[src/rtl/fcf_pkg.sv]
// shared constants and controller/datapath interface types for the fir convolution filter
package fcf_pkg;

    localparam int DEFAULT_MAX_TAPS = 1024;

    localparam int CMD_W       = 1;
    localparam int TAP_INDEX_W = 10;
    localparam int SAMPLE_W    = 16;
    localparam int TAP_COUNT_W = 11;
    localparam int PROD_W      = 2 * SAMPLE_W;
    localparam int ACC_W       = 40;
    localparam int FRAC_BITS   = 15;

    localparam logic [CMD_W-1:0]       CMD_LOAD_TAP    = 1'b0;
    localparam logic [CMD_W-1:0]       CMD_SAMPLE      = 1'b1;
    localparam logic [TAP_COUNT_W-1:0] TAP_COUNT_RESET = 11'd1024;

    typedef struct packed {
        logic tap_write;
        logic sample_start;
        logic clear_step;
        logic mac_issue;
        logic out_load;
    } fcf_cmd_t;

    typedef struct packed {
        logic clear_last;
        logic issue_last;
        logic pipe_idle;
        logic out_free;
    } fcf_status_t;

endpackage

[src/rtl/fcf_ctrl.sv]
// controller state machine: clearing pass, request intake, mac sweep, drain and result hand-off
module fcf_ctrl import fcf_pkg::*; (
    input  logic             clk,
    input  logic             rst_n,
    input  logic             in_valid,
    output logic             in_ready,
    input  logic [CMD_W-1:0] cmd,
    input  fcf_status_t      dp_status,
    output fcf_cmd_t         dp_cmd
);

    localparam logic [2:0] ST_CLEAR  = 3'd0;
    localparam logic [2:0] ST_IDLE   = 3'd1;
    localparam logic [2:0] ST_RUN    = 3'd2;
    localparam logic [2:0] ST_DRAIN  = 3'd3;
    localparam logic [2:0] ST_FINISH = 3'd4;

    logic [2:0] state_reg;
    logic [2:0] state_next;
    logic       accept;

    assign in_ready = (state_reg == ST_IDLE);
    assign accept   = in_valid && in_ready;

    always_comb
    begin
        state_next          = state_reg;
        dp_cmd              = '0;
        dp_cmd.tap_write    = accept && (cmd == CMD_LOAD_TAP);
        dp_cmd.sample_start = accept && (cmd == CMD_SAMPLE);
        case (state_reg)
            ST_CLEAR:
            begin
                dp_cmd.clear_step = 1'b1;
                if (dp_status.clear_last)
                begin
                    state_next = ST_IDLE;
                end
            end
            ST_IDLE:
            begin
                if (dp_cmd.sample_start)
                begin
                    state_next = ST_RUN;
                end
            end
            ST_RUN:
            begin
                dp_cmd.mac_issue = 1'b1;
                if (dp_status.issue_last)
                begin
                    state_next = ST_DRAIN;
                end
            end
            ST_DRAIN:
            begin
                if (dp_status.pipe_idle)
                begin
                    state_next = ST_FINISH;
                end
            end
            ST_FINISH:
            begin
                if (dp_status.out_free)
                begin
                    dp_cmd.out_load = 1'b1;
                    state_next      = ST_IDLE;
                end
            end
            default:
            begin
                state_next = ST_CLEAR;
            end
        endcase
    end

    always_ff @(posedge clk or negedge rst_n)
    begin
        if (!rst_n)
        begin
            state_reg <= ST_CLEAR;
        end
        else
        begin
            state_reg <= state_next;
        end
    end

    // no request is taken until the clearing pass has swept every entry
    a_clear_before_intake: assert property (@(posedge clk) disable iff (!rst_n)
        (state_reg == ST_IDLE) && $past(state_reg == ST_CLEAR) |-> $past(dp_status.clear_last))
        else $error("intake opened before clearing pass finished");

    // result is only loaded once the mac pipeline has drained
    a_load_after_drain: assert property (@(posedge clk) disable iff (!rst_n)
        dp_cmd.out_load |-> $past(state_reg == ST_DRAIN) || $past(state_reg == ST_FINISH))
        else $error("result loaded without drain");

    // a sample request always leads straight into the mac sweep
    a_sample_runs: assert property (@(posedge clk) disable iff (!rst_n)
        dp_cmd.sample_start |=> state_reg == ST_RUN)
        else $error("sample request did not start the mac sweep");

endmodule

[config.mk]
export PLATFORM = sky130hd
export DESIGN_NAME = fcf_ctrl
export DESIGN_NICKNAME = d
export VERILOG_FILES = /design/src/rtl/fcf_pkg.sv /design/src/rtl/fcf_ctrl.sv
export SDC_FILE = /design/constraint.sdc
export NUM_CORES = 1
export LEC_CHECK = 0
export ABC_AREA = 1
export BUFFER_PORTS_ARGS = -buffer_cell sky130_fd_sc_hd__buf_4
export CORE_AREA = 3 3 40 42
export CTS_CLUSTER_SIZE = 20
export DETAILED_ROUTE_END_ITERATION = 12
export DIE_AREA = 0 0 43 45
export SLEW_MARGIN = 20
export SYNTH_ARGS = -nofsm -noshare
export SYNTH_HDL_FRONTEND = slang
export SYNTH_SLANG_ARGS = --single-unit
[constraint.sdc]
create_clock -name clk -period 2 [get_ports clk]
set_clock_uncertainty 0.2 [all_clocks]
set_input_delay 0.2 -clock clk [delete_from_list [all_inputs] [get_ports clk]]
set_output_delay 0.2 -clock clk [all_outputs]
set_load 0.02 [all_outputs]
==> summary.txt, run 1 <==
Run status
  • Status: finished, final reports clean

Timing
  • Tcrit/Tclk final: roughly 86%
  • Unrepaired setup endpoints after global routing: false
  • Max-Slew Margin vs Limit: between 70% and 80%
  • Fin Setup TNS: 0 ns
  • Hold Vio Cnt, Final: 0
  • Fmax: roughly 580 MHz
  • Final min period: around 1.7 ns
  • Final setup violation count: 0
  • Final Max Slew Viols: 0
  • Worst Max-Slew Pin Slew: 0.3041 ns
  • Fin worst setup slack: about 0.27 ns

Floorplan
  • Core area: between 1000 and 1500 µm²
  • Row count: 13
  • Die Area: 1935 µm²
  • Chip height: between 40 and 50 µm
  • Initial Util: about 21%
  • Horiz. Die Dim: approximately 43 µm
  • Ports: 14

Flow run
  • Max Cap Viol: 0

Power
  • NetSw: 0.0003369 W
  • Power Internal: between 0.0003 and 0.0004 W
  • Logic gate share of total power: 60.3%
  • Leakage: 0.2417 nW
  • PD cells: approximately 1600 nW/µm²
  • Sw Share: 50.01%
  • Worst VDD drop: between 0.5 and 0.6 mV
  • Total power: ~0.00067 W
  • Clk pwr share: about 16%
  • Sequential share of power: roughly 24%

Synthesis
  • Synthesis Warnings: 0
  • Syn_nets: just over 50
  • Synth area leaders: dfrtp_1, nand2_1, inv_1
  • Synth unique cells: 16
  • Sequential share of the synthesized area: 27.27%
  • Yosys top cell area share: between 20 and 30%
  • Cell Area, Synth: 275.3 µm²
  • Synth Register Bits: 3
  • Number of synthesized flops with an enable pin: 0
  • Cells after synthesis: 43
  • Most frequent cell after synthesis: nand2_1
  • Mean Syn Cell Area: around 6.4 µm²
  • Most frequent cells after synthesis: nand2_1, inv_1, nor2_1
  • Asr flop ratio synth: 100.0%
  • Yosys top cell by area: dfrtp_1
  • Main synth FF type: dfrtp_1

Clock tree
  • Clk pin slew, worst setup/hold paths: about 0.04 ns
  • Max Root-Sink Buffers: 2
  • Post-CTS Setup Inserts: 0
  • Num CTS Buffers: 3
  • Post-cts repair resize count: 0
  • CTS tree: done
  • Clk_lat worst skew: between 0.2 and 0.25 ns
  • CTS sink count: 3
  • Root buf cell: clkbuf_4
  • H-tree Lvls: 1

GRT
  • Global-route wire length before repair: about 1.3 mm
  • Largest net degree at the start of global routing: 9
  • Grt ovf: 0
  • Number of global-route vias before repair: between 300 and 400
  • Tot GR Track Use: a little under a tenth
  • Initial antenna violation count: 0

Finish
  • # nets final: a little under 70
  • Layout Utilization: 32.72%
  • Post-synthesis to final-layout area growth: 52.73%
  • Final cell count without fillers: 75
  • Max reg flops: 3
  • Antenna Cells: 0
  • Share of layout cells above drive strength 1: between 30% and 40%

Place
  • Detailed-placement wirelength estimate: approximately 540 µm
  • Placed cells: 70
  • Pre-CTS setup slack: about 0.50 ns
  • Placer Congestion: approximately 0.74
  • Buffers on Ports: 13

Min path
  • Worst Hold Class: in2reg

Routing
  • Residual DRC: 0
  • DR WL/cell: around 8.8 µm
  • Total wire length: between 600 and 700 µm
  • Avg Vias per Cell: roughly 4.1
  • DR iter-0 viols: 7
  • Via count: approximately 310
  • Post-route ant nets: 0
  • Router iterations before antenna repair: 3

Setup path
  • Crit path kind: reg2out
  • Crit end category: output port
  • Required @ worst endpoint: 1.60 ns
  • Worst-path fanout max: 8
  • WP data arrival: between 1 and 1.5 ns
  • Type of origin of the critical path: flop
==> per-stage QoR <==
stage          hold slack (ns)  cell area (µm²)
2_1_floorplan          -0.2956            275.3
3_3_place_gp           -0.2085            384.1
3_5_place_dp           -0.2096            384.1
4_1_cts                0.08625            420.4
5_1_grt                 0.1072            420.4
6_report               0.08853            420.4
==> layout make-up <==
cell class / instances / area [µm²]
Clock buffer: 4 / 26.28
Sequential cell: 3 / 75.07
Multi-Input combinational cell: 30 / 158.9
Inverter: 9 / 33.78
Tap cell: 15 / 18.77
Timing Repair Buffer: 14 / 107.6
Fill cell: 149 / 864.6
==> cell families (layout without fill, tap and decap cells) <==
kind of cell	count (synthesis)	after routing	synth area share, %
buffers and inverters	10	27	15.00
AOI/OAI and AO/OA	2	2	4.999
DFF	3	3	27.27
and+or+nand+nor	28	28	52.73
==> repair_timing <==
item,in CTS,in global routing
hold buffers,1,0
setup endpoints to repair,0,0
endpoints found under the hold margin,3,0
==> layout by cell type, fill, tap and decap left out, types with 2 or more instances in the layout <==
cell	count
dfrtp_1	3
inv_1	8
buf_4	13
nor2_1	5
nand2_1	11
nand2_2	2
clkbuf_4	3
nand3_1	4
==> worst max-delay path, stage by stage, from the launching register on <==
cell and delay (ns):
dfrtp_1 0.47, nor3_4 0.28, nand2_1 0.10, nor2_1 0.10
buf_4 0.15
==> final timing paths <==
kind,cells past startpoint,start,slack [ns],to
worst max-delay path,4,state_reg[1],0.27,dp_cmd[3]
worst min-delay path,4,dp_status[0],0.09,state_reg[2]
worst max register to register,7,state_reg[1],0.57,state_reg[1]
worst min register to register,2,state_reg[0],0.43,state_reg[0]
max in group asynchronous,2,rst_n,1.41,state_reg[0]
min in group asynchronous,2,rst_n,0.10,state_reg[1]
==> power groups by stage <==
stage                     Clock (W)  Combinational [W]  Sequential (W)
after global placement            0           0.000402        0.000161
after detailed placement          0           0.000409        0.000165
final                      0.000104           0.000406        0.000163
after floorplan                   0           0.000323        0.000129
after CTS                  0.000111           0.000413        0.000164
after global routing       0.000117           0.000455        0.000174
==> routing by layer <==
| layer | GRT usage [%] | share of wire [%] | up-vias |
|---|---|---|---|
| met3 | 2.390 | 4.7 | 0 |
| met5 | 0 | 0 | - |
| met1 | 9.002 | 42 | 130 |
| li1 | - | - | 168 |
| met4 | 7.229 | 0 | 0 |
| met2 | 16.47 | 53 | 8 |
No activity file was read; power rests on OpenSTA's default activity.
==> inputs of run 2 (changes only) <==
--- a/config.mk
+++ b/config.mk
@@ -11,6 +11,7 @@
 export CTS_CLUSTER_SIZE = 20
 export DETAILED_ROUTE_END_ITERATION = 12
 export DIE_AREA = 0 0 43 45
+export REMOVE_ABC_BUFFERS = 1
 export SLEW_MARGIN = 20
 export SYNTH_ARGS = -nofsm -noshare
 export SYNTH_HDL_FRONTEND = slang
==> run 2 against run 1 <==
  * Wire length is 7.6% lower
  * Critical path depth unchanged
  * Final cell count unchanged
  * Setup slack better by 0.029 ns
  * Power is 1.2% lower
  * Via count is 2.6% lower
  * Die area unchanged
  * Global-route usage shrank 2.0 points
  * Non-clock buffer count unchanged
  * Hold slack better by 0.0013 ns
  * Clock-buffer cell count is the same
  * Largest cell class unchanged
  * Largest power group unchanged
==> summary.txt, run 2 (synthesis gave the netlist of run 1 again) <==
Clock tree
  • Post-CTS Setup Inserts: 0 (unchanged)
  • CTS tree: done
  • Max Root-Sink Buffers: 2 (unchanged)
  • Num CTS Buffers: 3 (unchanged)
  • Clk pin slew, worst setup/hold paths: 0.04 ns (about the same)
  • Hold buffers post-CTS: 1 (unchanged)
  • CTS sink count: 3 (unchanged)
  • Post-cts repair resize count: 0 (unchanged)
  • Clk_lat worst skew: 0.23 ns (about the same)
  • H-tree Lvls: 1 (unchanged)
  • Root buf cell: clkbuf_4

Timing
  • Worst Max-Slew Pin Slew: 0.2932 ns (-0.01089 ns)
  • Unrepaired setup endpoints after global routing: false
  • Hold Vio Cnt, Final: 0 (unchanged)
  • Fin Setup TNS: 0 ns (unchanged)
  • Fmax: 588.2 MHz (+1.7%)
  • Tcrit/Tclk final: 85.01% (-1.5 points)
  • Final Max Slew Viols: 0 (unchanged)
  • Final setup violation count: 0 (unchanged)
  • Max-Slew Margin vs Limit: 80.27% (+0.55 points)
  • Fin worst setup slack: 0.2998 ns (+0.02935 ns)
  • Final min period: 1.700 ns (-0.02935 ns)

Power
  • PD cells: 1584 nW/µm² (-1.2%)
  • Total power: 0.0006658 W (-1.2%)
  • Leakage: 0.2417 nW (unchanged)
  • Worst VDD drop: 0.7168 mV (+38%)

Finish
  • Area of the multi-input gates: 158.9 µm² (unchanged)
  • Filler Cell Count: 140 (-6.0%)
  • Most frequent cells in the layout: buf_4, nand2_1, inv_1
  • Commonest non-fill, non-tap cell in the layout: buf_4
  • Share of layout cells above drive strength 1: 36.67% (unchanged)
  • # nets final: 69 (unchanged)
  • Antenna Cells: 0 (unchanged)
  • FF/Latch Area: 75.07 µm² (unchanged)
  • Max reg flops: 3 (unchanged)
  • Post-synthesis to final-layout area growth: 52.73% (unchanged)

Floorplan
  • Row count: 13 (unchanged)
  • Initial Util: 21.42% (unchanged)
  • Core area: 1285 µm² (unchanged)
  • Die Area: 1935 µm² (unchanged)
  • Chip height: 45 µm (unchanged)
  • Horiz. Die Dim: 43 µm (unchanged)
  • Ports: 14 (unchanged)

Setup path
  • Crit end category: output port
  • Type of origin of the critical path: flop
  • Worst r2r path cells: 7 (unchanged)
  • Worst-path fanout max: 8 (unchanged)
  • WP data arrival: 1.30 ns (-0.03 ns)
  • Flop2flop setup slack: 0.58 ns (about the same)
  • Crit path kind: reg2out
  • Required @ worst endpoint: 1.60 ns (about the same)

Flow run
  • Max Cap Viol: 0 (unchanged)

Place
  • Pre-CTS setup slack: 0.5312 ns (+0.02777 ns)
  • Detailed-placement wirelength estimate: 504.8 µm (-6.7%)
  • Placer Congestion: 0.6989 (-5.6%)
  • Buffers on Ports: 13 (unchanged)

GRT
  • Number of global-route vias before repair: 262 (-23%)
  • Initial antenna violation count: 0 (unchanged)
  • Global-route wire length before repair: 979 µm (-24%)
  • Grt ovf: 0 (unchanged)
  • Tot GR Track Use: 7.185% (-2.0 points)
  • Largest net degree at the start of global routing: 9 (unchanged)

Routing
  • Residual DRC: 0 (unchanged)
  • Avg Vias per Cell: 3.973 (-2.6%)
  • Via count: 298 (-2.6%)
  • Total wire length: 607 µm (-7.6%)
  • DR iter-0 viols: 2 (-5)
  • Post-route ant nets: 0 (unchanged)
  • DR WL/cell: 8.093 µm (-7.6%)
  • Router iterations before antenna repair: 2 (-1)

Min path
  • Worst Hold Class: in2async

Run status
  • Status: finished, final reports clean
run 2: final timing paths:
kind / start / end
min in group clk: dp_status[0] / state_reg[2]
setup / recovery: state_reg[1] / dp_cmd[4]
setup reg to reg: state_reg[1] / state_reg[1]
max in group asynchronous: rst_n / state_reg[2]
hold / removal: rst_n / state_reg[1]
hold reg to reg: state_reg[0] / state_reg[0]
run 2: area by class of cell:
type | count | area share (%)
Clock buffer | 4 | 6.250
Inverter | 9 | 8.036
Multi-Input combinational cell | 30 | 37.80
Sequential cell | 3 | 17.86
Tap cell | 15 | 4.464
Timing Repair Buffer | 14 | 25.60
run 2: metrics by stage:
step | hold slack, ns | utilization (%) | instance area, µm² | std cells
after detailed placement | -0.2100 | 29.89 | 384.1 | 70
after floorplan | -0.2956 | - | 267.8 | 42
after global routing | 0.09554 | 32.72 | 420.4 | 75
after CTS | 0.07942 | 32.72 | 420.4 | 75
after global placement | -0.2085 | 29.89 | 384.1 | 70
final | 0.08978 | 32.72 | 420.4 | 75
run 2: power by group:
part           internal [W]  switching, W  total (W)
Sequential        0.0000926     0.0000654   0.000158
Clock             0.0000747     0.0000308   0.000106
Combinational      0.000170      0.000233   0.000402
run 2: metal layers:
metal / vias to the layer above / share of wire (%) / global-route usage (%)
met1: 124 / 42 / 9.246
met3: 2 / 8.7 / 1.594
li1: 163 / - / -
met4: 0 / 2.5 / 7.229
met5: - / 0 / 0
met2: 9 / 46 / 9.581
run 2: critical path: stages, from the launching register on:
cell and delay (ns):
dfrtp_1 0.47, nor3_4 0.27, nand2_1 0.09, nor2_1 0.09
buf_4 0.14
